===== config.mk =====
export PLATFORM = sky130hd
export DESIGN_NAME = pft_fragment_header_parser_core
export DESIGN_NICKNAME = d
export VERILOG_FILES = /design/src/design/pfhp_pkg.sv /design/src/design/pft_fragment_header_parser_core.sv /design/src/design/pfhp_front.sv /design/src/design/pfhp_fifo.sv
export SDC_FILE = /design/constraint.sdc
export NUM_CORES = 1
export LEC_CHECK = 0
export BUFFER_PORTS_ARGS = -buffer_cell sky130_fd_sc_hd__clkbuf_2
export CORE_MARGIN = 3
export CORE_UTILIZATION = 45
export CTS_CLUSTER_DIAMETER = 100
export DETAILED_ROUTE_END_ITERATION = 10
export PLACE_DENSITY = 0.65
export SLEW_MARGIN = 20
export SYNTH_ARGS = -nofsm -noshare
export SYNTH_HDL_FRONTEND = slang
export SYNTH_SLANG_ARGS = --single-unit

===== constraint.sdc =====
create_clock -name clk -period 8.55 [get_ports clk]
set_input_delay 2.1375 -clock clk [delete_from_list [all_inputs] [get_ports clk]]
set_output_delay 2.1375 -clock clk [all_outputs]
set_load 0.02 [all_outputs]

===== src/design/pfhp_pkg.sv =====
package pfhp_pkg;

	localparam logic [7:0]  SYNC_P      = 8'h50;
	localparam logic [7:0]  SYNC_F      = 8'h46;
	localparam logic [15:0] CRC_INIT    = 16'hFFFF;
	localparam logic [15:0] CRC_POLY    = 16'h1021;
	localparam logic [15:0] CRC_RESIDUE = 16'h1D0F;
	localparam logic [14:0] POS_MAX     = 15'h7FFF;
	localparam logic [4:0]  MIN_HDR     = 5'd14;

	typedef enum logic [2:0] {
		ST_PAYLOAD    = 3'd0,
		ST_OK         = 3'd1,
		ST_SHORT      = 3'd2,
		ST_BAD_SYNC   = 3'd3,
		ST_INCOMPLETE = 3'd4,
		ST_CRC_ERR    = 3'd5
	} status_t;

	typedef enum logic [2:0] {
		PH_HEADER  = 3'b001,
		PH_PAYLOAD = 3'b010,
		PH_DONE    = 3'b100
	} phase_t;

	typedef struct packed {
		logic [15:0] pseq;
		logic [23:0] findex;
		logic [23:0] fcount;
		logic        fec_flag;
		logic        addr_flag;
		logic [13:0] plen;
		logic [7:0]  rs_k;
		logic [7:0]  rs_z;
		logic [15:0] source_addr;
		logic [15:0] dest_addr;
	} hdr_fields_t;

	// one queue record: an optional payload beat followed by an optional summary beat
	typedef struct packed {
		logic        pay_v;
		logic [7:0]  pay_byte;
		logic        sum_v;
		status_t     sum_status;
		hdr_fields_t fields;
	} rec_t;

	function automatic logic [15:0] crc_feed(input logic [15:0] crc_in, input logic [7:0] b);
		logic [15:0] c;
		c = crc_in ^ {b, 8'h00};
		for (int i = 0; i < 8; i++) begin
			if (c[15]) begin
				c = {c[14:0], 1'b0} ^ CRC_POLY;
			end else begin
				c = {c[14:0], 1'b0};
			end
		end
		return c;
	endfunction

	function automatic logic [4:0] hdr_len(input logic fec, input logic addr);
		return MIN_HDR + (fec ? 5'd2 : 5'd0) + (addr ? 5'd4 : 5'd0);
	endfunction

endpackage


===== src/design/pft_fragment_header_parser_core.sv =====
// PFT fragment header parser. Push one fragment byte per cycle with last_byte on the final
// byte; the parser never holds input for internal work, so full only rises when DEPTH
// records are waiting in the result queue. A byte is parsed in the cycle it is pushed and
// its results can be popped from the next cycle on. A byte yields at most two beats (a
// payload beat then a summary beat) kept as one queue record; the result side pops one beat
// per cycle, so a byte that yields two beats takes two pops. Payload beats carry status 0
// and zero header fields; the summary beat carries the status and the header fields.
module pft_fragment_header_parser_core
	import pfhp_pkg::*;
#(
	parameter int DEPTH = 4
) (
	input  logic        clk,
	input  logic        arst_n,
	input  logic        push,
	output logic        full,
	input  logic [7:0]  data_byte,
	input  logic        last_byte,
	output logic        empty,
	input  logic        pop,
	output logic [2:0]  status,
	output logic [7:0]  payload_byte,
	output logic [15:0] pseq,
	output logic [23:0] findex,
	output logic [23:0] fcount,
	output logic        fec_flag,
	output logic        addr_flag,
	output logic [13:0] plen,
	output logic [7:0]  rs_k,
	output logic [7:0]  rs_z,
	output logic [15:0] source_addr,
	output logic [15:0] dest_addr
);

	logic        rec_v;
	rec_t        rec_in, cur;
	logic        q_empty, q_full, q_rd;
	logic        half_q;
	logic        show_pay, pop_acc;
	hdr_fields_t f;

	pfhp_front u_front (
		.clk       (clk),
		.arst_n    (arst_n),
		.push      (push),
		.q_full    (q_full),
		.data_byte (data_byte),
		.last_byte (last_byte),
		.rec_v     (rec_v),
		.rec       (rec_in)
	);

	pfhp_fifo #(.DEPTH(DEPTH)) u_fifo (
		.clk     (clk),
		.arst_n  (arst_n),
		.wr_en   (rec_v),
		.wr_data (rec_in),
		.rd_en   (q_rd),
		.rd_data (cur),
		.empty   (q_empty),
		.full    (q_full)
	);

	assign full  = q_full;
	assign empty = q_empty;

	// half_q marks that the payload beat of a two-beat record is already gone
	assign show_pay = cur.pay_v && !half_q;
	assign pop_acc  = pop && !q_empty;
	assign q_rd     = pop_acc && !(cur.pay_v && cur.sum_v && !half_q);

	always_ff @(posedge clk or negedge arst_n) begin
		if (!arst_n) begin
			half_q <= 1'b0;
		end else if (pop_acc) begin
			half_q <= !q_rd;
		end
	end

	assign f            = show_pay ? '0 : cur.fields;
	assign status       = show_pay ? 3'(ST_PAYLOAD) : 3'(cur.sum_status);
	assign payload_byte = show_pay ? cur.pay_byte : 8'h00;
	assign pseq         = f.pseq;
	assign findex       = f.findex;
	assign fcount       = f.fcount;
	assign fec_flag     = f.fec_flag;
	assign addr_flag    = f.addr_flag;
	assign plen         = f.plen;
	assign rs_k         = f.rs_k;
	assign rs_z         = f.rs_z;
	assign source_addr  = f.source_addr;
	assign dest_addr    = f.dest_addr;

endmodule


===== src/design/pfhp_front.sv =====
module pfhp_front
	import pfhp_pkg::*;
(
	input  logic       clk,
	input  logic       arst_n,
	input  logic       push,
	input  logic       q_full,
	input  logic [7:0] data_byte,
	input  logic       last_byte,
	output logic       rec_v,
	output rec_t       rec
);

	logic [14:0] pos_q, pos_n;
	phase_t      phase_q, phase_n;
	logic        sync_q, sync_n;
	logic [15:0] crc_q, crc_n;
	hdr_fields_t hdr_q, hdr_n;
	logic        sent_q, sent_n;

	logic        accept;
	logic [4:0]  hlen;
	logic [14:0] off, off2;
	logic [15:0] pay_cnt;
	logic        good;

	assign accept = push && !q_full;

	always_comb begin
		pos_n   = pos_q;
		phase_n = phase_q;
		sync_n  = sync_q;
		crc_n   = crc_q;
		hdr_n   = hdr_q;
		sent_n  = sent_q;
		rec     = '0;
		off     = pos_q - 15'd12;
		off2    = off - 15'd2;
		hlen    = hdr_len(hdr_q.fec_flag, hdr_q.addr_flag);
		pay_cnt = {1'b0, pos_q} + 16'd1 - {11'b0, hlen};
		good    = !hdr_q.fec_flag || (crc_q == CRC_RESIDUE);

		if (!sent_q) begin
			case (phase_q)
				PH_HEADER: begin
					crc_n = crc_feed(crc_q, data_byte);
					if (pos_q == 15'd0 && data_byte != SYNC_P) begin
						sync_n = 1'b0;
					end
					if (pos_q == 15'd1 && data_byte != SYNC_F) begin
						sync_n = 1'b0;
					end
					if (sync_n) begin
						if (pos_q == 15'd2 || pos_q == 15'd3) begin
							hdr_n.pseq = {hdr_q.pseq[7:0], data_byte};
						end else if (pos_q >= 15'd4 && pos_q <= 15'd6) begin
							hdr_n.findex = {hdr_q.findex[15:0], data_byte};
						end else if (pos_q >= 15'd7 && pos_q <= 15'd9) begin
							hdr_n.fcount = {hdr_q.fcount[15:0], data_byte};
						end else if (pos_q == 15'd10) begin
							hdr_n.fec_flag  = data_byte[7];
							hdr_n.addr_flag = data_byte[6];
							hdr_n.plen      = {data_byte[5:0], 8'h00};
						end else if (pos_q == 15'd11) begin
							hdr_n.plen = {hdr_q.plen[13:8], data_byte};
						end else if (pos_q >= 15'd12) begin
							if (hdr_q.fec_flag && off < 15'd2) begin
								hdr_n.rs_k = hdr_q.rs_z;
								hdr_n.rs_z = data_byte;
							end else if (hdr_q.addr_flag
								&& ((hdr_q.fec_flag && off2 < 15'd4)
								|| (!hdr_q.fec_flag && off < 15'd4))) begin
								hdr_n.source_addr = {hdr_q.source_addr[7:0], hdr_q.dest_addr[15:8]};
								hdr_n.dest_addr   = {hdr_q.dest_addr[7:0], data_byte};
							end
						end
						// flags are settled by now, so hlen from the held flags is final
						if (pos_q >= 15'd12 && pos_q == {10'b0, hlen} - 15'd1) begin
							if (hdr_n.plen == 14'd0) begin
								rec.sum_v      = 1'b1;
								rec.sum_status = (!hdr_n.fec_flag || crc_n == CRC_RESIDUE)
									? ST_OK : ST_CRC_ERR;
								rec.fields     = hdr_n;
								sent_n         = 1'b1;
								phase_n        = PH_DONE;
							end else begin
								phase_n = PH_PAYLOAD;
							end
						end
					end
				end
				PH_PAYLOAD: begin
					if (good) begin
						rec.pay_v    = 1'b1;
						rec.pay_byte = data_byte;
					end
					if (pay_cnt >= {2'b0, hdr_q.plen}) begin
						rec.sum_v      = 1'b1;
						rec.sum_status = good ? ST_OK : ST_CRC_ERR;
						rec.fields     = hdr_q;
						sent_n         = 1'b1;
						phase_n        = PH_DONE;
					end
				end
				default: ;
			endcase
		end

		if (last_byte) begin
			if (!sent_n) begin
				rec.sum_v = 1'b1;
				if (pos_q < 15'd13) begin
					rec.sum_status = ST_SHORT;
				end else if (!sync_n) begin
					rec.sum_status = ST_BAD_SYNC;
				end else begin
					rec.sum_status = ST_INCOMPLETE;
					rec.fields     = hdr_n;
				end
			end
			pos_n   = '0;
			phase_n = PH_HEADER;
			sync_n  = 1'b1;
			crc_n   = CRC_INIT;
			hdr_n   = '0;
			sent_n  = 1'b0;
		end else if (pos_q != POS_MAX) begin
			pos_n = pos_q + 15'd1;
		end
	end

	assign rec_v = accept && (rec.pay_v || rec.sum_v);

	always_ff @(posedge clk or negedge arst_n) begin
		if (!arst_n) begin
			pos_q   <= '0;
			phase_q <= PH_HEADER;
			sync_q  <= 1'b1;
			crc_q   <= CRC_INIT;
			hdr_q   <= '0;
			sent_q  <= 1'b0;
		end else if (accept) begin
			pos_q   <= pos_n;
			phase_q <= phase_n;
			sync_q  <= sync_n;
			crc_q   <= crc_n;
			hdr_q   <= hdr_n;
			sent_q  <= sent_n;
		end
	end

endmodule


===== src/design/pfhp_fifo.sv =====
module pfhp_fifo
	import pfhp_pkg::*;
#(
	parameter int DEPTH = 4
) (
	input  logic clk,
	input  logic arst_n,
	input  logic wr_en,
	input  rec_t wr_data,
	input  logic rd_en,
	output rec_t rd_data,
	output logic empty,
	output logic full
);

	localparam int PW = (DEPTH > 1) ? $clog2(DEPTH) : 1;
	localparam int CW = $clog2(DEPTH + 1);
	localparam logic [PW-1:0] LAST_PTR = PW'(DEPTH - 1);
	localparam logic [CW-1:0] FULL_CNT = CW'(DEPTH);

	rec_t          mem_q [DEPTH];
	rec_t          rd_q;
	logic [PW-1:0] head_q, tail_q, head_nxt;
	logic [CW-1:0] count_q;
	logic          do_wr, do_rd;

	assign empty    = (count_q == '0);
	assign full     = (count_q == FULL_CNT);
	assign do_wr    = wr_en && !full;
	assign do_rd    = rd_en && !empty;
	assign head_nxt = do_rd ? ((head_q == LAST_PTR) ? '0 : head_q + PW'(1)) : head_q;
	assign rd_data  = rd_q;

	always_ff @(posedge clk) begin
		if (do_wr) begin
			mem_q[tail_q] <= wr_data;
		end
	end

	always_ff @(posedge clk or negedge arst_n) begin
		if (!arst_n) begin
			head_q  <= '0;
			tail_q  <= '0;
			count_q <= '0;
			rd_q    <= '0;
		end else begin
			if (do_wr) begin
				tail_q <= (tail_q == LAST_PTR) ? '0 : tail_q + PW'(1);
			end
			head_q <= head_nxt;
			// the head register follows the oldest entry, bypassing a write into that slot
			if (do_wr && tail_q == head_nxt) begin
				rd_q <= wr_data;
			end else begin
				rd_q <= mem_q[head_nxt];
			end
			case ({do_wr, do_rd})
				2'b10:   count_q <= count_q + CW'(1);
				2'b01:   count_q <= count_q - CW'(1);
				default: ;
			endcase
		end
	end

endmodule

Yosys cells after proc, flatten, opt, wreduce, memory -nomap -nowiden
Memories as Yosys holds them, arrays and structs flattened. A register that Yosys moved wholly into a read port is not among the register bits.
Index checks and enable logic that the tools add are counted.
- add/sub/neg operators: 12
- order comparisons: 10
- equal/unequal tests: 22
- multiplexer cells: 99
- bitwise operators: 9
- reduce and logical (&&, ||, !) cells: 41
- operators with widths (operator ; number):
    $mux 128 ; 7
    $mux 132 ; 6
    $mux 112 ; 4
    $mux 16 ; 21
    $pmux 132 s2 ; 1
    $mux 48 ; 3
    $mux 141 ; 1
    $mux 13 ; 8
    $mux 88 ; 1
    $mux 32 ; 2
    $mux 64 ; 1
    $mux 24 ; 2
    $mux 3 ; 12
    $eq 16x13->1 const B ; 2
    $eq 15x2->1 const B ; 2
    $eq 15x4->1 const B ; 2
    $ge 15x3->1 const B ; 2
    $lt 15x3->1 const B ; 2
    $mux 15 ; 2
    $not 3->3 ; 8
    $logic_and 1x1->1 ; 18
    $mux 9 ; 2
    $add 15x1->16 const B ; 1
    $ge 16x14->1 ; 1
    other kinds (44) ; 82
- register bits: 172
- memory bits (writable): 564
- output and inout bits: 141
- word-level logic and storage cells: 213
- memories kept: 1
- memories (memory ; words ; width ; rd ports ; clocked after Yosys merged registers in ; wr ports ; RTL line ; RTL):
    u_fifo.mem_q ; 4 ; 141 ; 1 ; 1 ; 1 ; pfhp_fifo.sv:21 ; rec_t mem_q [DEPTH];

Logic depth before layout (Yosys ltp)
- depth after elaboration: 50
- gate-level depth with buffers: 30

Hierarchy
Synthesis repeated with hierarchy kept, for this count alone.
- cell total of the unflattened synthesis: 3364
- area, all modules: 40106.0 sq um
- by module, submodules not included (module ; times used ; cells an instance ; area each (sq um)):
    pfhp_fifo ; 1 ; 1706 ; 26505.4
    pfhp_front ; 1 ; 1498 ; 12356.9
    pft_fragment_header_parser_core ; 1 ; 160 ; 1243.7

Least setup slack after synthesis
No wires, ideal clock.
- path type: register to register
- start: reg u_front.hdr_q[63] (netlist name)
- end: mem u_fifo.mem_q[0][0] (netlist name) (enable)
- arrival time: 7.553 ns
- required time: 8.032 ns
- path slack: 0.480 ns
- stages on the path, launching flop included: 24
- clock period less this slack: 8.070 ns
- path through: dfrtp_1 clkbuf_1 inv_1 ha_1 ha_1 fa_1 a211o_1 a21oi_1 o21ai_0 a21oi_1 nor2_1 nor2_1 o21ai_0 a21oi_1 xnor2_1 ha_1 and3_1 a221oi_1 nand4_1 a41oi_1 and4b_1 o211ai_1 o21a_1 and2_1
- word-level cells in the longest chain between the ends: 17
- ends and longest elaborated chain (item ; RTL line ; RTL):
    from (decl) ; pfhp_front.sv:18 ; hdr_fields_t hdr_q, hdr_n;
    from (signal assigned) ; pfhp_front.sv:147 ; hdr_q <= hdr_n;
    branches (longest 12 deep; another with $sub 16x5->16) ; n/a ;
    $logic_or 1x1->1 (*) ; pfhp_front.sv:132 ; assign rec_v = accept && (rec.pay_v || rec.sum_v);
    $logic_and 1x1->1 (*) ; pfhp_front.sv:132 ;
    $logic_and 1x1->1 (*) ; pfhp_fifo.sv:29 ; assign do_wr = wr_en && !full;
    $mux 1 (*) ; pfhp_fifo.sv:35 ; if (do_wr) begin
    $mux 1 (implied by the code) (*) ; pfhp_fifo.sv:36 ; mem_q[tail_q] <= wr_data;
    to (decl) ; pfhp_fifo.sv:21 ;
Mark *: on every way between the ends.

==> qor.csv <==
metric,value,unit
hp-start,u_fifo.count_q[2]$_DFFE_PN0P_,
drt-total-wl,105.7,mm
nets,3781,
synth_top_family_by_area,simple AND/OR/NAND/NOR gates,
peakVddDrop,0.4641,mV
final_cell_mix,"nand2_1, edfxtp_1, nand3_1",
vias,28510,
fmax,0.1494,GHz
post-route-period-util,78.28,%
status,finished clean,
h-tree-depth,3,
drive_gt1_share,11.12,%
drc,0,
grt_pass1_vias,27290,
die-area,0.09238,mm2
clk-insertion-delay-late,690,ps
slew_violations,0,
antenna_found_initial,3,
worst_setup_path_end_kind,flop,
critPathArrivalTime,7180,ps
maxCapViolCount,0,
layout_commonest_cell,nand2_1,
synthMuxAreaShare,0.1566,%
yosys.area_share.adder,2.543,%
viasPerCell,5.792,
busiest_layer,met2,
rrSetupSlack,1860,ps
initial_core_util,45.69,%
rr_startpoint,u_front.hdr_q[63]$_DFFE_PN0P_,
port_buffers,153,
critPathKind,flop to flop,
reg2reg_depth,24,
synth_cell_types,89,
grtUsageMet1,32.27,%
leakagePower,17.94,nW
die_w,303.9,um
finalSetupViolations,0,
core,0.08743,mm2
rsz0062_at_grt,no,
hold_depth,1,
syn_area_per_cell,10.99,um2
fin_crit,6693,ps
synth-simple-area-share,17.90,%
synth_compound_area_share,12.52,%
gr-total-overflow,0,
first_iter_violations,2727,
diodes,0,
seq_area_frac_synth,62.06,%
crit_required,9040,ps
cp-start-kind,flop,
hold_class,flop to flop,
ys_ff_latch,877,
grt_max_degree,143,
maxSlewHeadroom,28.29,%
async_flop_share,35.69,%
gp_congestion,0.8730,
postCtsSetupBuffers,0,
synthesis.instances,3634,
ys_warn_count,0,
drtAntennaViolNets,0,
rows,108,
finalHoldViolCount,0,
first_pass_iters,8,
syn_to_final_growth,12.57,%
ys.flop_type,edfxtp_1,
cts.clk_slew.worst_paths,60,ps
track_usage,22.33,%
min_to,u_fifo.count_q[2]$_DFFE_PN0P_,
cts_tree,done,
hold_buffers,0,
die_h,303.9,um
finalClockSkew,69.07,ps
grt_pass1_wl,164.3,mm
routedWlPerCell,21.47,um
synthXorXnorAreaFrac,1.381,%
dpl.hpwl,60.14,mm
synthTopCellsByArea,"edfxtp_1, dfrtp_1, nand2_1",
finalSetupTns,0,ps
clkSinkCount,877,
stdcell_count,4922,
pin_count,154,
use_met2,35.31,%
worstMarginPinSlew,1076,ps
numCtsBuffers,92,
crit_fanout,17,
clk_path_buf_depth,3,
synth_top_area_share,42.40,%
use_met3,3.375,%
placed_cells,4747,
r2r-end,u_fifo.mem_q[2][126]$_DFFE_PP_,
power_density,380.4,mW/mm2
cts_resized,0,
syn_area,0.03994,mm2
yosys.area.top_type,edfxtp_1,
syn-num-nets,3727,
synth_edf_count,564,
cts_root_buf,clkbuf_16,
-- state kept, by name (all words and copies together), names as in the netlist --
| register | cells |
|---|---|
| u_front.phase_q | 3 |
| u_front.sync_q | 1 |
| u_front.pos_q | 15 |
| u_fifo.head_q | 2 |
| u_fifo.rd_data | 141 |
| u_front.hdr_q | 128 |
| u_front.crc_q | 16 |
| u_front.sent_q | 1 |
| u_fifo.tail_q | 2 |
| half_q | 1 |
| u_fifo.count_q | 3 |
| u_fifo.mem_q | 564 |
-- worst max-delay path by stage --
stage	from	to	slack [ps]	cells after the start
after floorplan	u_front.hdr_q[63]$_DFFE_PN0P_	u_fifo.mem_q[0][0]$_DFFE_PP_	480	23
after global placement	u_front.hdr_q[63]$_DFFE_PN0P_	u_fifo.mem_q[1][123]$_DFFE_PP_	1980	24
after detailed placement	u_front.hdr_q[63]$_DFFE_PN0P_	u_fifo.mem_q[2][96]$_DFFE_PP_	1900	23
after CTS	u_front.hdr_q[63]$_DFFE_PN0P_	u_fifo.mem_q[2][99]$_DFFE_PP_	1860	23
after global routing	u_front.hdr_q[63]$_DFFE_PN0P_	u_fifo.mem_q[2][99]$_DFFE_PP_	1370	23
final	u_front.hdr_q[63]$_DFFE_PN0P_	u_fifo.mem_q[2][126]$_DFFE_PP_	1860	24
-- stage by stage --
stage | power [mW] | worst slack [ps] | instance area, um2 | hold slack [ps] | utilization (%)
after floorplan | 10.89 | 479.6 | 39940 | 448.1 | -
after CTS | 17.22 | 1856 | 44920 | 486.2 | 51.38
after detailed placement | 13.16 | 1899 | 41810 | 477.9 | 47.82
after global routing | 18.18 | 1368 | 44970 | 494.6 | 51.43
final | 17.11 | 1857 | 44970 | 483.9 | 51.43
after global placement | 13.05 | 1983 | 41800 | 477.4 | 47.81
-- metal layers --
metal  up-vias  share of wire (%)
met1     14140                 45
met4         0                2.3
met2      1020                 46
li1      13190                  -
met3       159                6.7
met5         -                  0
-- Yosys cell counts (all sizes together), types with 8 or more instances --
master,instances
a21o,60
a21oi,97
a22o,63
a22oi,104
a311oi,52
a31oi,40
a32oi,33
and2,178
and3,60
buf,60
clkbuf,196
dfrtp,295
dfstp,18
edfxtp,564
ha,78
inv,87
nand2,811
nand3,315
nand4,33
nor2,80
nor2b,8
nor3,19
nor4,8
o211ai,12
o21ai,174
o22ai,15
xnor2,48
xor2,15
-- kinds of logic (layout without fill, tap and decap cells) --
kind of cell,count (synthesis),count (layout)
compound gates,712,712
xor+xnor,63,63
mux,6,6
fa+ha+maj,80,80
flops,877,877
buf+inv,343,476
simple gates,1553,1553
-- critical path, cell delays in order (launching register included) --
cell,delay (ps)
dfrtp_1,510
inv_1,170
ha_1,340
ha_1,320
fa_1,430
a211o_1,280
a21oi_1,120
o21ai_0,160
a21oi_1,190
nor2_1,50
nor2_1,140
o21ai_0,110
a21oi_1,180
xnor2_1,150
ha_1,260
and3_1,180
a221oi_1,250
nand4_1,140
a41oi_1,190
and4b_1,390
o21ai_2,290
o211ai_1,330
buf_4,300
and2_1,700
a22o_1,330
-- area by class of cell --
type	instances	area, um2
repair buffers	216	1375
clock buffers	124	2534
multi-input cells	2414	13900
inverters	87	336.6
well taps	1155	1445
flip-flops and latches	877	24790
fillers	7575	42460
clock inverters	49	581.8
-- power breakdown --
group	total, mW	switching (mW)	leakage (nW)	internal [mW]
combinational	7.05	4.74	7.15	2.31
sequential	6.02	0.456	9.28	5.56
clock	4.04	1.72	1.50	2.32
No activity file was read; power rests on OpenSTA's default activity.
